<file path="src/rtl/psa_pkg.sv">
// Shared types and constants for the pooled slot allocator.
`timescale 1ns / 1ps
`default_nettype none

package psa_pkg;

    // Defaults for the top-level parameters
    localparam int NUM_POOLS_DEF      = 32;
    localparam int SLOTS_PER_POOL_DEF = 32;

    // Fixed field widths
    localparam int ID_W   = 16;
    localparam int TAG_W  = 16;
    localparam int IDX_W  = 5;   // width of pool_index and slot_index results
    localparam int CNT_W  = 6;   // per-pool use count

    // Request payload
    typedef struct packed {
        logic [ID_W-1:0]         owner_id;
        logic signed [TAG_W-1:0] tag;
    } t_req;

    // Response payload
    typedef struct packed {
        logic             granted;
        logic [IDX_W-1:0] pool_index;
        logic [IDX_W-1:0] slot_index;
    } t_rsp;

    // Search token handed from cell to cell
    typedef struct packed {
        logic                    valid;
        logic [ID_W-1:0]         owner_id;
        logic signed [TAG_W-1:0] tag;
        logic                    m_hit;   // first owner/tag match seen
        logic                    m_ok;    // that pool had a free slot
        logic [IDX_W-1:0]        m_pool;
        logic [IDX_W-1:0]        m_slot;
        logic                    c_hit;   // first empty pool seen
        logic                    c_ok;
        logic [IDX_W-1:0]        c_pool;
        logic [IDX_W-1:0]        c_slot;
    } t_token;

    // Write-back broadcast to all cells
    typedef struct packed {
        logic                    en_match;
        logic                    en_claim;
        logic [IDX_W-1:0]        slot;
        logic [ID_W-1:0]         owner_id;
        logic signed [TAG_W-1:0] tag;
    } t_commit;

endpackage

`default_nettype wire

</file>
<file path="src/rtl/psa_cell.sv">
// One pool cell: holds a pool's state and updates the search token in passing.
`timescale 1ns / 1ps
`default_nettype none

module psa_cell
    import psa_pkg::*;
#(
    parameter int SLOTS_PER_POOL = SLOTS_PER_POOL_DEF,
    parameter int POOL_ID        = 0,
    parameter bit CAN_CLAIM      = 1'b1
) (
    input  wire logic    i_clk,
    input  wire logic    i_rst_n,
    input  wire t_token  i_tok,
    output t_token       o_tok,
    input  wire t_commit i_commit
);

    localparam logic [IDX_W-1:0] POOL_TAG_ID = IDX_W'(POOL_ID % 32);

    // Pool state
    logic [SLOTS_PER_POOL-1:0] r_occ;
    logic [CNT_W-1:0]          r_count;
    logic [TAG_W-1:0]          r_tag;
    logic [ID_W-1:0]           r_owner;
    logic                      r_sel_match;
    logic                      r_sel_claim;
    t_token                    r_tok;

    logic                      free_found;
    logic [IDX_W-1:0]          free_slot;
    logic                      match_cond;
    logic                      claim_cond;
    logic                      set_m;
    logic                      set_c;
    logic                      wr;
    t_token                    n_tok;
    logic [SLOTS_PER_POOL-1:0] n_occ;

    // Lowest free slot of this pool
    always_comb begin
        free_found = 1'b0;
        free_slot  = '0;
        for (int s = SLOTS_PER_POOL - 1; s >= 0; s--) begin
            if (!r_occ[s]) begin
                free_found = 1'b1;
                free_slot  = IDX_W'(s);
            end
        end
    end

    // Token update: first match and first empty pool win
    always_comb begin
        match_cond = (r_owner == i_tok.owner_id) && (r_tag == i_tok.tag) &&
                     (r_count < CNT_W'(SLOTS_PER_POOL));
        claim_cond = CAN_CLAIM && (r_count == '0);
        set_m      = i_tok.valid && !i_tok.m_hit && match_cond;
        set_c      = i_tok.valid && !i_tok.c_hit && claim_cond;
        n_tok      = i_tok;
        if (set_m) begin
            n_tok.m_hit  = 1'b1;
            n_tok.m_ok   = free_found;
            n_tok.m_pool = POOL_TAG_ID;
            n_tok.m_slot = free_slot;
        end
        if (set_c) begin
            n_tok.c_hit  = 1'b1;
            n_tok.c_ok   = free_found;
            n_tok.c_pool = POOL_TAG_ID;
            n_tok.c_slot = free_slot;
        end
    end

    // Write-back decode
    always_comb begin
        wr    = (i_commit.en_match && r_sel_match) || (i_commit.en_claim && r_sel_claim);
        n_occ = r_occ;
        for (int s = 0; s < SLOTS_PER_POOL; s++) begin
            if (i_commit.slot == IDX_W'(s)) begin
                n_occ[s] = 1'b1;
            end
        end
    end

    // Pool state and token register
    always_ff @(posedge i_clk) begin
        if (!i_rst_n) begin
            r_occ       <= '0;
            r_count     <= '0;
            r_tag       <= '0;
            r_owner     <= '0;
            r_sel_match <= 1'b0;
            r_sel_claim <= 1'b0;
            r_tok.valid <= 1'b0;
        end else begin
            r_tok <= n_tok;
            if (i_tok.valid) begin
                r_sel_match <= set_m;
                r_sel_claim <= set_c;
            end
            if (wr) begin
                r_occ   <= n_occ;
                r_count <= r_count + CNT_W'(1);
                if (i_commit.en_claim) begin
                    r_tag   <= i_commit.tag;
                    r_owner <= i_commit.owner_id;
                end
            end
        end
    end

    assign o_tok = r_tok;

endmodule

`default_nettype wire

</file>
<file path="config.mk">
export PLATFORM = sky130hd
export DESIGN_NAME = psa_cell
export DESIGN_NICKNAME = d
export VERILOG_FILES = /design/src/rtl/psa_pkg.sv /design/src/rtl/psa_cell.sv
export SDC_FILE = /design/constraint.sdc
export NUM_CORES = 1
export LEC_CHECK = 0
export ABC_AREA = 1
export ABC_CLOCK_PERIOD_IN_PS = 4500
export BUFFER_PORTS_ARGS = -buffer_cell sky130_fd_sc_hd__buf_2
export CAP_MARGIN = 20
export CORE_MARGIN = 1.5
export CORE_UTILIZATION = 52
export DETAILED_ROUTE_END_ITERATION = 8
export GPL_TIMING_DRIVEN = 0
export PLACE_DENSITY = 0.8
export SLEW_MARGIN = 20
export SYNTH_ARGS = -nofsm -noshare
export SYNTH_HDL_FRONTEND = slang
export SYNTH_SLANG_ARGS = --single-unit
</file>
<file path="constraint.sdc">
create_clock -name i_clk -period 4.5 [get_ports i_clk]
set_clock_uncertainty 0.2 [all_clocks]
set_input_delay 0.45 -clock i_clk [delete_from_list [all_inputs] [get_ports i_clk]]
set_output_delay 0.45 -clock i_clk [all_outputs]
set_load 0.02 [all_outputs]
</file>
==> metrics.md, run 1 <==
| Metric | Value |
|---|---|
| Fin crit share | `58.7%` |
| Slew Viols, Final | `0` |
| Pin count of the biggest net entering global routing | `60` |
| Worst hold slack | `0.0147 ns` |
| Critical Path End | `r_tag[14]` |
| Rows | `37` |
| Critical path capture point type | `flip-flop` |
| Leakage | `0.00327 uW` |
| Yosys warnings | `0` |
| Fin. Hold Viols | `0` |
| Slew of the pin with the lowest slew margin | `roughly 0.76 ns` |
| DIE AREA | `11000 um^2` |
| Seq/Total Area, Yosys | `58.1%` |
| Outcome | `finished clean` |
| Root Driver | `clkbuf_8` |
| Total track usage | `29.1%` |
| Post-synth top area cell | `edfxtp_1` |
| Nets | `964` |
| Startpoint Class | `flip-flop` |
| Most frequent cell after synthesis | `nor2_1` |
| Peak VDD IR | `between 0.2 and 0.25 mV` |
| DRC Markers | `0` |
| Highest Clock Rate | `between 300 and 400 MHz` |
| Htree depth | `4` |
| Clk Latency, worst-skew pair | `approximately 0.53 ns` |
| CTS tree | `done` |
| Final setup fails | `0` |
| Mapped Area | `5410 um^2` |
| Setup crit start | `r_sel_claim` |
| Total grt overflow | `0` |
| Syn_nets | `723` |
| DRT Wirelength | `15800 um` |
| Drt pass-1 iters | `8` |
| Clk buf depth | `2` |
| Fin Setup TNS | `0 ns` |
| Core box area | `10200 um^2` |
| Layout area overhead | `40.9%` |
| Routed vias | `~5400` |
| Netlist cell types | `30` |
| Synth Instances | `623` |
| Minimum clock period after layout | `between 2 and 3 ns` |
| Worst Path Required | `4.74 ns` |
| Height of the die | `105 um` |
| Worst R2R Start | `r_sel_claim` |
| DR iter-0 viols | `438` |
| CTS resizes | `0` |
| Clock Pin Slew Worst Setup and Hold Paths | `0.06 ns` |
| Reg2reg end | `r_tag[14]` |
| Gp weighted congestion | `roughly 0.92` |
| Unrepaired setup endpoints after global routing | `false` |
| Synth top cells by count | `nor2_1 (122), nand2_1 (109), dfxtp_1 (73)` |
| Via density per instance | `5.32` |
| CP Class | `reg -> reg` |
| Drt wl/cell | `15.6 um` |
| Layout cell share with drive strength beyond 1 | `23.4%` |
| R2r setup slk | `around 1.9 ns` |
| Ys async rst share | `0%` |
| Worst R2R Path Depth | `7` |
| CP max FO | `10` |
| Synth area leaders | `edfxtp_1 (31%), dfxtp_1 (27%), nor2_1 (8.5%)` |
| EDFF count, synth | `56` |
| Top_reg_cell synth | `dfxtp_1` |
| FF+latch count, synth | `129` |
| Sink Count | `approximately 130` |
| Hold Crit Class | `in -> reg` |
| DRT antenna net count | `0` |
| Slew headroom | `around half` |
| Initial antenna violation count | `3` |
| Die width | `105 um` |
| Top-area cell type share of the netlist area | `between 30% and 40%` |
| Total power | `2940 uW` |
| Global-route wire length before repair | `24800 um` |
| Util after Layout | `74.9%` |
| Number of buffers added on ports | `154` |
| I/O pin count | `approximately 160` |
| Vias in the first global route | `about 5100` |
| Pwr/cell area | `roughly 390 nW/um^2` |
| Num CTS Buffers | `17` |
| Detail Placement HPWL | `10100 um` |
| Avg Cell Area, Syn | `8.68 um^2` |
| Initial cell density of the core | `53.1%` |
| Max-Cap Viols | `0` |
| Post-CTS setup buffers | `0` |
| Crit path DAT | `2.88 ns` |
-- routing by layer --
layer	track usage, %	share of wire, %	vias up
met5	0	0	-
met1	34.8	39	2455
met3	6.92	7.9	72
met4	15.6	4.0	0
met2	48.6	50	334
li1	-	-	2547
-- flip-flops by register name, summed over array words and instances (netlist names) --
name / flops
r_sel_match: 1
r_tag: 16
r_owner: 16
r_sel_claim: 1
o_tok: 57
r_count: 6
r_occ: 32
-- worst min-delay path by stage --
stage	start	to	slack, ns	cells past startpoint
final	i_tok[14]	o_tok[14]	0.01	3
after global routing	i_tok[7]	o_tok[7]	0.02	3
after CTS	i_tok[14]	o_tok[14]	0.003	3
after detailed placement	r_tag[6]	r_tag[6]	0.25	2
after global placement	r_tag[6]	r_tag[6]	0.24	2
after floorplan	r_tag[6]	r_tag[6]	0.23	2
-- final cells by class --
class / instances / area [um^2]
Tap cell: 136 / 170
Clock buffer: 23 / 510
Buffer: 15 / 56.3
Fill cell: 713 / 2560
Timing Repair Buffer: 222 / 1450
Antenna cell: 3 / 7.51
Inverter: 63 / 236
Clock inverter: 9 / 72.6
Sequential cell: 129 / 3140
Multi-Input combinational cell: 416 / 1970
-- worst max-delay path, cell delays in order, from the launching register on --
cell and delay (ns):
dfxtp_1 0.35, inv_2 0.04, o22ai_1 0.38, inv_2 0.15
nor2_1 0.58, clkbuf_1 0.44, o21ai_0 0.22, nor2_1 0.20
-- report_power, final --
group / total (uW) / internal, uW / switching (uW)
logic: 312 / 130 / 182
clock network: 1340 / 840 / 499
registers: 1290 / 1280 / 16.8
total: 2940 / 2250 / 698
-- kinds of logic (layout without fill, tap and decap cells) --
kind of cell | count (synthesis) | in the layout | synth area share, %
xor gates and xnor gates | 19 | 19 | 3.08
AOI/OAI and AO/OA | 97 | 97 | 9.07
DFF | 129 | 129 | 58.1
buffers and inverters | 78 | 332 | 5.41
adders and majority gates | 2 | 2 | 0.463
and+or+nand+nor | 298 | 298 | 23.9
other | 0 | 3 | 0
-- cells in the final DEF, fill, tap and decap left out, drive strengths merged --
master and count:
nand3 12, nand4 12, and3 2, edfxtp 56
nor2 122, o22ai 1, xnor2 5, a31oi 1
inv 63, or2 15, a21oi 46, o21ai 48
dfxtp 73, nor3 12, o211ai 1, nand2 109
nand3b 3, bufinv 1, nor4b 2, xor2 14
clkinv 7, diode 3, buf 155, nor4 8
ha 2, and2 1, clkinvlp 1, clkbuf 37
dlygate4sd3 68
-- per-stage QoR --
stage | worst slack [ns] | instances | area (um^2)
floorplan | 2.32 | 623 | 5410
finish | 1.86 | 1016 | 7620
global route | 1.59 | 1016 | 7620
CTS | 1.95 | 1013 | 7620
global placement | 1.73 | 913 | 6350
detailed placement | 1.81 | 913 | 6350
-- repair_timing --
item,CTS,global route
hold endpoints to repair,68,0
endpoints found under the setup margin,0,0
hold buffers,68,0
(Power assumes the default switching activity.)
==> run 2: changes to the inputs <==
ABC_AREA = 0   (was 1)
ABC_CLOCK_PERIOD_IN_PS = 2400   (was 4500)
CORE_UTILIZATION = 47   (was 52)
PLACE_DENSITY = 0.76   (was 0.8)
clock period = 2.4 ns   (was 4.5 ns; I/O delays follow)
==> run 2 against run 1 <==
Compared with the run above: the run now ends with negative hold slack, negative setup slack left; first-iteration DRC count fell by 18%; utilization decreased by 3.6 points; routed wire length increased by 0.85%; largest cell class unchanged; largest power group unchanged; critical path type is now in -> reg; hold slack got worse by 0.025 ns; area after synthesis is 1.7% lower; final cell count decreased by 9.6%; clock power grew 87%.
==> metrics.md, run 2 <==
| Metric | Value |
|---|---|
| Startpoint Class | `primary input (was flip-flop)` |
| Final instance area | `7800 um^2 (was 7620 um^2)` |
| CTS tree | `done (unchanged)` |
| Synth area leaders | `edfxtp_1 (32%), dfxtp_1 (27%), nand2_1 (6.8%) (was edfxtp_1 (31%), dfxtp_1 (27%), nor2_1 (8.5%))` |
| Gp weighted congestion | `0.940 (was 0.920)` |
| Worst Path Required | `2.37 ns (was 4.74 ns)` |
| Worst R2R Path Depth | `7 (unchanged)` |
| Synth Instances | `500 (was 623)` |
| Hold Crit Class | `in -> reg (unchanged)` |
| Number of buffers added on ports | `152 (was 154)` |
| Global-route wire length before repair | `23600 um (was 24800 um)` |
| Critical path capture point type | `flip-flop (unchanged)` |
| Fin. Hold Viols | `1 (was 0)` |
| Part of the power in registers | `44.1% (was 43.9%)` |
| Seq/Total Area, Yosys | `59.1% (was 58.1%)` |
| Peak VDD IR | `0.467 mV (was 0.225 mV)` |
| Fin crit share | `100%` |
| Failing checks | `negative hold slack, negative setup slack` |
| Mapped Area | `5320 um^2 (was 5410 um^2)` |
| Max reg flops | `57 (unchanged)` |
| I/O pin count | `155 (unchanged)` |
| Clk Latency, worst-skew pair | `0.42 ns (was 0.53 ns)` |
| CP Class | `in -> reg (was reg -> reg)` |
| DRT antenna net count | `0 (unchanged)` |
| Nets | `863 (was 964)` |
| Post-synth top area cell | `edfxtp_1 (unchanged)` |
| Total power | `5480 uW (was 2940 uW)` |
| DR iter-0 viols | `358 (was 438)` |
| Detail Placement HPWL | `9220 um (was 10100 um)` |
| Pin count of the biggest net entering global routing | `58 (was 60)` |
| Die width | `109 um (was 105 um)` |
| Slew headroom | `49.6% (about the same)` |
| Initial antenna violation count | `2 (was 3)` |
| Drt pass-1 iters | `5 (was 8)` |
| Total track usage | `26.4% (was 29.1%)` |
| CP max FO | `5 (was 10)` |
| Htree depth | `4 (unchanged)` |
| Slew of the pin with the lowest slew margin | `0.756 ns (about the same)` |
| Pwr/cell area | `703 nW/um^2 (was 386 nW/um^2)` |
| Worst hold slack | `-0.0102 ns (was 0.0147 ns)` |
| Clock power share | `45.6% (was 45.5%)` |
| Combinational Power Share | `10.3% (was 10.6%)` |
| Worst path most repeated cell | `buf_2` |
| Initial cell density of the core | `48.6% (was 53.1%)` |
| Top_reg_cell synth | `dfxtp_1 (unchanged)` |
| Most frequent cell after synthesis | `nand2_1 (was nor2_1)` |
| DRT Wirelength | `16000 um (was 15800 um)` |
| Worst path cell trace | `dlygate4sd3_1 -> buf_2 -> xnor2_2 -> nand4_1 -> nor4_2 -> nand4_2 -> buf_6 -> buf_2 -> and2_4 (was inv_2 -> o22ai_1 -> inv_2 -> nor2_1 -> clkbuf_1 -> o21ai_0 -> nor2_1)` |
| Top-area cell type share of the netlist area | `31.6% (was 31.1%)` |
| Layout cell share with drive strength beyond 1 | `26.9% (was 23.4%)` |
| Syn_nets | `600 (was 723)` |
| Drt wl/cell | `17.4 um (was 15.6 um)` |
| Root Driver | `clkbuf_16 (was clkbuf_8)` |
| Max-Cap Viols | `0 (unchanged)` |
| Most common cell after layout, fill and taps aside | `buf_2 (unchanged)` |
| Rows | `38 (was 37)` |
| Hold-critical path depth | `1 (was 3)` |
| Synth top cells by count | `nand2_1 (97), dfxtp_1 (73), edfxtp_1 (56) (was nor2_1 (122), nand2_1 (109), dfxtp_1 (73))` |
| Clock Pin Slew Worst Setup and Hold Paths | `0.05 ns (was 0.06 ns)` |
| Final worst slack | `-0.000320 ns (was 1.86 ns)` |
| DRC Markers | `0 (unchanged)` |
| Sink Count | `129 (unchanged)` |
| Yosys warnings | `0 (unchanged)` |
| Routed vias | `4915 (was 5408)` |
| Layout area overhead | `46.6% (was 40.9%)` |
| Avg Cell Area, Syn | `10.6 um^2 (was 8.68 um^2)` |
| FF+latch count, synth | `129 (unchanged)` |
| Non-filler instance count after layout | `918 (was 1016)` |
| Gr busiest metal | `met2 (unchanged)` |
| Met1 Usage GRT | `29.3% (was 34.8%)` |
| Met2 global-route usage | `45.3% (was 48.6%)` |
| Total grt overflow | `0 (unchanged)` |
| Minimum clock period after layout | `2.40 ns` |
| Switching share of power | `22.9% (was 23.7%)` |
| Net Switching | `1260 uW (was 698 uW)` |
| Via density per instance | `5.35 (was 5.32)` |
| Core box area | `10900 um^2 (was 10200 um^2)` |
| Netlist cell types | `44 (was 30)` |
| Worst-path cell with the longest stage delay | `dlygate4sd3_1 (was nor2_1)` |
| Clk buf depth | `2 (unchanged)` |
| Area after DPL | `6260 um^2 (was 6350 um^2)` |
| Num CTS Buffers | `17 (unchanged)` |
| Fin Setup TNS | `-0.000320 ns (was 0 ns)` |
| DIE AREA | `12000 um^2 (was 11000 um^2)` |
| Crit path DAT | `2.37 ns (was 2.88 ns)` |
| Slew Viols, Final | `0 (unchanged)` |
| Ys async rst share | `0% (unchanged)` |
| Vias in the first global route | `4837 (was 5135)` |
| EDFF count, synth | `56 (unchanged)` |
| Placed cells | `792 (was 913)` |
| Most frequent cells in the layout | `buf_2 (152), nand2_1 (97), dlygate4sd3_1 (86), dfxtp_1 (73), edfxtp_1 (56) (was buf_2 (153), nor2_1 (122), nand2_1 (109), dfxtp_1 (73), dlygate4sd3_1 (68))` |
| Height of the die | `109 um (was 105 um)` |
| Outcome | `complete, but fails checks (was finished clean)` |
| Leakage | `0.00303 uW (was 0.00327 uW)` |
| Met3 Use GR | `6.64% (was 6.92%)` |
| Final setup fails | `1 (was 0)` |
| Highest Clock Rate | `417 MHz` |
| Int Pwr | `4220 uW (was 2250 uW)` |
| CP max stage delay | `0.53 ns (was 0.58 ns)` |
[run 2: cells by family (layout without fill, tap and decap cells)]
family                   after synthesis  in the layout  share of synthesized area (%)
AND/OR/NAND/NOR                      201            201                           18.4
flip-flops                           129            129                           59.1
AO/OA/AOI/OAI                         97             97                           12.5
XOR/XNOR                              36             36                           5.93
buffers and inverters                 28            304                           2.19
multiplexers                           7              7                           1.46
adder cells (fa/ha/maj)                2              2                          0.471
other                                  0              2                              0
[run 2: power by group through the flow]
stage               Clock, uW  Sequential [uW]  Combinational [uW]
detailed placement          0             2460                 427
CTS                      2500             2410                 545
floorplan                   0             2560                 116
global placement            0             2460                 422
finish                   2500             2420                 564
global route             2600             2430                 603
[run 2: worst paths after layout]
check        slack (ns)         from   endpoint
min               -0.01    i_tok[54]  o_tok[54]
min reg2reg        0.28    r_tag[11]  r_tag[11]
max reg2reg        0.09  r_owner[14]  o_tok[21]
max             -0.0003    i_tok[29]  o_tok[21]
[run 2: repair_timing]
action / CTS / global route
gates resized for setup: 0 / 9
buffers inserted: 0 / 7
endpoints found under the hold margin: 90 / 0
hold buffers: 88 / 0
endpoints found under the setup margin: 0 / 10
[run 2: stage by stage]
step / setup WS, ns / util, %
floorplan: 0.558 / -
global placement: -0.0757 / 57.2
detailed placement: 0.192 / 57.2
CTS: 0.0217 / 70.5
global route: -0.0298 / 71.3
finish: -0.000320 / 71.3
[run 2: final cells by class]
type / count / area (um^2)
well taps: 140 / 175
diodes: 2 / 5.00
flip-flops and latches: 129 / 3140
clock inverters: 11 / 113
repair buffers: 244 / 1690
clock buffers: 21 / 460
fillers: 725 / 3140
inverters: 9 / 33.8
multi-input cells: 343 / 2100
plain buffers: 19 / 82.6
[run 2: routing by layer]
metal  share of wire, %  vias up
li1                   -     2283
met1                 37     2317
met2                 51      250
met3                7.0       65
met4                4.3        0
met5                  0        -
[run 2: worst max-delay path, delay by kind of cell]
family / cells / cell delay [ns]
XOR/XNOR: 1 / 0.15
buffers and inverters: 4 / 1.02
AND/OR/NAND/NOR: 4 / 0.97
==> run 3: changes to the inputs <==
ABC_CLOCK_PERIOD_IN_PS = 2600   (was 2400)
CORE_UTILIZATION = 52   (was 47)
PLACE_DENSITY = 0.8   (was 0.76)
clock period = 2.6 ns   (was 2.4 ns; I/O delays follow)
==> run 3 against run 2 <==
Compared with the run above: the run now ends clean; critical path depth fell by 4; total power fell by 6.0%; sequential cell count did not move; via count rose by 5.1%; final area fell by 0.29%; clock-buffer cell count rose by 5; critical endpoint is now o_tok[3]; largest power group unchanged.
==> metrics.md, run 3 (synthesis results as in run 2) <==
| Metric | Value |
|---|---|
| Max-Cap Viols | `0 (unchanged)` |
| Via density per instance | `5.68 (was 5.35)` |
| Max reg flops | `57 (unchanged)` |
| Die width | `104 um (was 109 um)` |
| Fin Setup TNS | `0 ns (was -0.000320 ns)` |
| Post-CTS setup buffers | `0 (unchanged)` |
| Worst-path cell with the longest stage delay | `nor4_1 (was dlygate4sd3_1)` |
| Ant diodes | `0 (was 2)` |
| Worst R2R Path Depth | `5 (was 7)` |
| Worst Path Required | `2.65 ns (was 2.37 ns)` |
| Worst R2R Start | `r_count[2] (was r_owner[14])` |
| Slew Viols, Final | `0 (unchanged)` |
| CTS tree | `done (unchanged)` |
| Combinational Power Share | `10.5% (was 10.3%)` |
| CTS resizes | `0 (unchanged)` |
| Critical path capture point type | `flip-flop (unchanged)` |
| Routed vias | `5167 (was 4915)` |
| Htree depth | `4 (unchanged)` |
| Global-route wire length before repair | `28000 um (was 23600 um)` |
| Pin count of the biggest net entering global routing | `58 (unchanged)` |
| CP max stage delay | `0.50 ns (was 0.53 ns)` |
| Root Driver | `clkbuf_8 (was clkbuf_16)` |
| Clock power share | `46.1% (was 45.6%)` |
| Hold Crit Class | `in -> reg (unchanged)` |
| Fin crit share | `91.4%` |
| Initial cell density of the core | `53.9% (was 48.6%)` |
| Fillers | `495 (was 725)` |
| Minimum clock period after layout | `approximately 2.4 ns` |
| Gp weighted congestion | `0.869 (was 0.940)` |
| CP max FO | `10 (was 5)` |
| Most common cell after layout, fill and taps aside | `buf_2 (unchanged)` |
| Hold path start | `i_commit[33] (was i_tok[54])` |
| Net Switching | `1210 uW (was 1260 uW)` |
| Vias in the first global route | `5349 (was 4837)` |
| Height of the die | `104 um (was 109 um)` |
| Placed cells | `785 (was 792)` |
| Total grt overflow | `0 (unchanged)` |
| R2r setup slk | `0.22 ns (was 0.09 ns)` |
| Core box area | `9860 um^2 (was 10900 um^2)` |
| I/O pin count | `155 (unchanged)` |
| Drt wl/cell | `19.8 um (was 17.4 um)` |
| Num CTS Buffers | `17 (unchanged)` |
| CP Class | `reg -> reg (was in -> reg)` |
| Part of the power in registers | `43.4% (was 44.1%)` |
| Hold-critical path depth | `3 (was 1)` |
| Leakage | `0.00301 uW (was 0.00303 uW)` |
| Switching share of power | `23.4% (was 22.9%)` |
| Non-filler instance count after layout | `910 (was 918)` |
| Layout area overhead | `46.2% (was 46.6%)` |
| Layout cell share with drive strength beyond 1 | `25.6% (was 26.9%)` |
| Crit path DAT | `2.43 ns (was 2.37 ns)` |
| Hold EP | `r_occ[31] (was o_tok[54])` |
| Slew of the pin with the lowest slew margin | `0.755 ns (was 0.756 ns)` |
| Detail Placement HPWL | `9440 um (was 9220 um)` |
| Final setup fails | `0 (was 1)` |
| # hold bufs at CTS | `93 (was 88)` |
| Pwr/cell area | `663 nW/um^2 (was 703 nW/um^2)` |
| Int Pwr | `3950 uW (was 4220 uW)` |
| Worst path cell trace | `nor4_1 -> nand4b_1 -> clkbuf_1 -> nand2_1 -> o21ai_0 (was dlygate4sd3_1 -> buf_2 -> xnor2_2 -> nand4_1 -> nor4_2 -> nand4_2 -> buf_6 -> buf_2 -> and2_4)` |
| Sink Count | `129 (unchanged)` |
| DRT Wirelength | `18000 um (was 16000 um)` |
| DRT antenna net count | `0 (unchanged)` |
| Crit path depth | `5 (was 9)` |
| Drt pass-1 iters | `5 (unchanged)` |
| Total track usage | `33.6% (was 26.4%)` |
| Highest Clock Rate | `421 MHz` |
| Startpoint Class | `flip-flop (was primary input)` |
| Rows | `36 (was 38)` |
| Outcome | `finished clean (was complete, but fails checks)` |
| DR iter-0 viols | `477 (was 358)` |
| DIE AREA | `10800 um^2 (was 12000 um^2)` |
| Nets | `864 (was 863)` |
| Clk buf depth | `2 (unchanged)` |
| DRC Markers | `0 (unchanged)` |
| WP buf/inv | `1 (was 4)` |
| Fin. Hold Viols | `0 (was 1)` |
| Number of buffers added on ports | `152 (unchanged)` |
| Unrepaired setup endpoints after global routing | `false` |
| Clock Pin Slew Worst Setup and Hold Paths | `0.06 ns (was 0.05 ns)` |
| Reg2reg end | `o_tok[3] (was o_tok[21])` |
| Clk Latency, worst-skew pair | `0.53 ns (was 0.42 ns)` |
| Initial antenna violation count | `0 (was 2)` |
| Peak VDD IR | `0.438 mV (was 0.467 mV)` |
| Slew headroom | `49.6% (about the same)` |
| Total power | `5150 uW (was 5480 uW)` |
| Most frequent cells in the layout | `buf_2 (154), nand2_1 (97), dlygate4sd3_1 (93), dfxtp_1 (73), edfxtp_1 (56) (was buf_2 (152), nand2_1 (97), dlygate4sd3_1 (86), dfxtp_1 (73), edfxtp_1 (56))` |
| Family with the most delay on the worst path | `simple AND/OR/NAND/NOR gates (was buffers and inverters)` |
==> run 3: changes by cell type in the layout (fill, tap and decap cells not counted), sizes merged <==
cell	before	now
clkinvlp	2	0
dlymetal6s4s	2	0
inv	9	11
clkinv	7	3
dlygate4sd3	86	93
buf	160	156
diode	2	0
bufinv	2	1
clkbuf	36	41
==> run 3: layer usage <==
layer  GRT usage (%)  vias to the layer above  wire [um]
li1                -                     2281          -
met2            59.5                      368       9060
met4            17.9                        0        934
met3            8.52                       98       1570
met1            36.9                     2420       6460
met5               0                        -          0
==> run 3: through the flow <==
| stage | cell area [um^2] | hold slack, ns | utilization, % | setup WS (ns) |
|---|---|---|---|---|
| 6_report | 7770 | 0.0148 | 78.8 | 0.223 |
| 5_1_grt | 7770 | 0.0771 | 78.8 | 0.112 |
| 4_1_cts | 7770 | 0.000274 | 78.8 | 0.280 |
| 3_5_place_dp | 6250 | 0.265 | 63.3 | 0.300 |
| 3_3_place_gp | 6240 | 0.264 | 63.3 | 0.0732 |
| 2_1_floorplan | 5320 | 0.159 | - | 0.758 |
==> run 3: area by class of cell <==
class,count,area (um^2),share of cell area [%]
repair buffers,245,1690,21.8
well taps,133,166,2.14
inverters,9,33.8,0.435
clock buffers,26,532,6.84
plain buffers,19,82.6,1.06
clock inverters,6,63.8,0.821
multi-input cells,343,2060,26.5
flip-flops and latches,129,3140,40.4
==> run 3: worst max path at each step <==
stage,from,to,slack [ns]
4_1_cts,i_tok[40],o_tok[18],0.28
2_1_floorplan,r_tag[11],o_tok[17],0.76
6_report,r_count[2],o_tok[3],0.22
3_5_place_dp,i_rst_n,r_count[0],0.30
5_1_grt,r_count[2],o_tok[3],0.11
3_3_place_gp,i_rst_n,r_tag[8],0.07
==> run 3: worst reg2reg max path: cells and delay by family, from the launching register on <==
family	cells	cell delay, ns
buffers and inverters	1	0.33
DFF	1	0.35
AOI/OAI and AO/OA	1	0.11
and+or+nand+nor	3	1.11
==> run 3: power groups by stage <==
| stage | clock network [uW] | registers (uW) | logic, uW |
|---|---|---|---|
| after floorplan | 0 | 2360 | 107 |
| after global placement | 0 | 2270 | 388 |
| after detailed placement | 0 | 2270 | 395 |
| after CTS | 2350 | 2230 | 507 |
| after global routing | 2450 | 2240 | 562 |
| final | 2380 | 2240 | 540 |
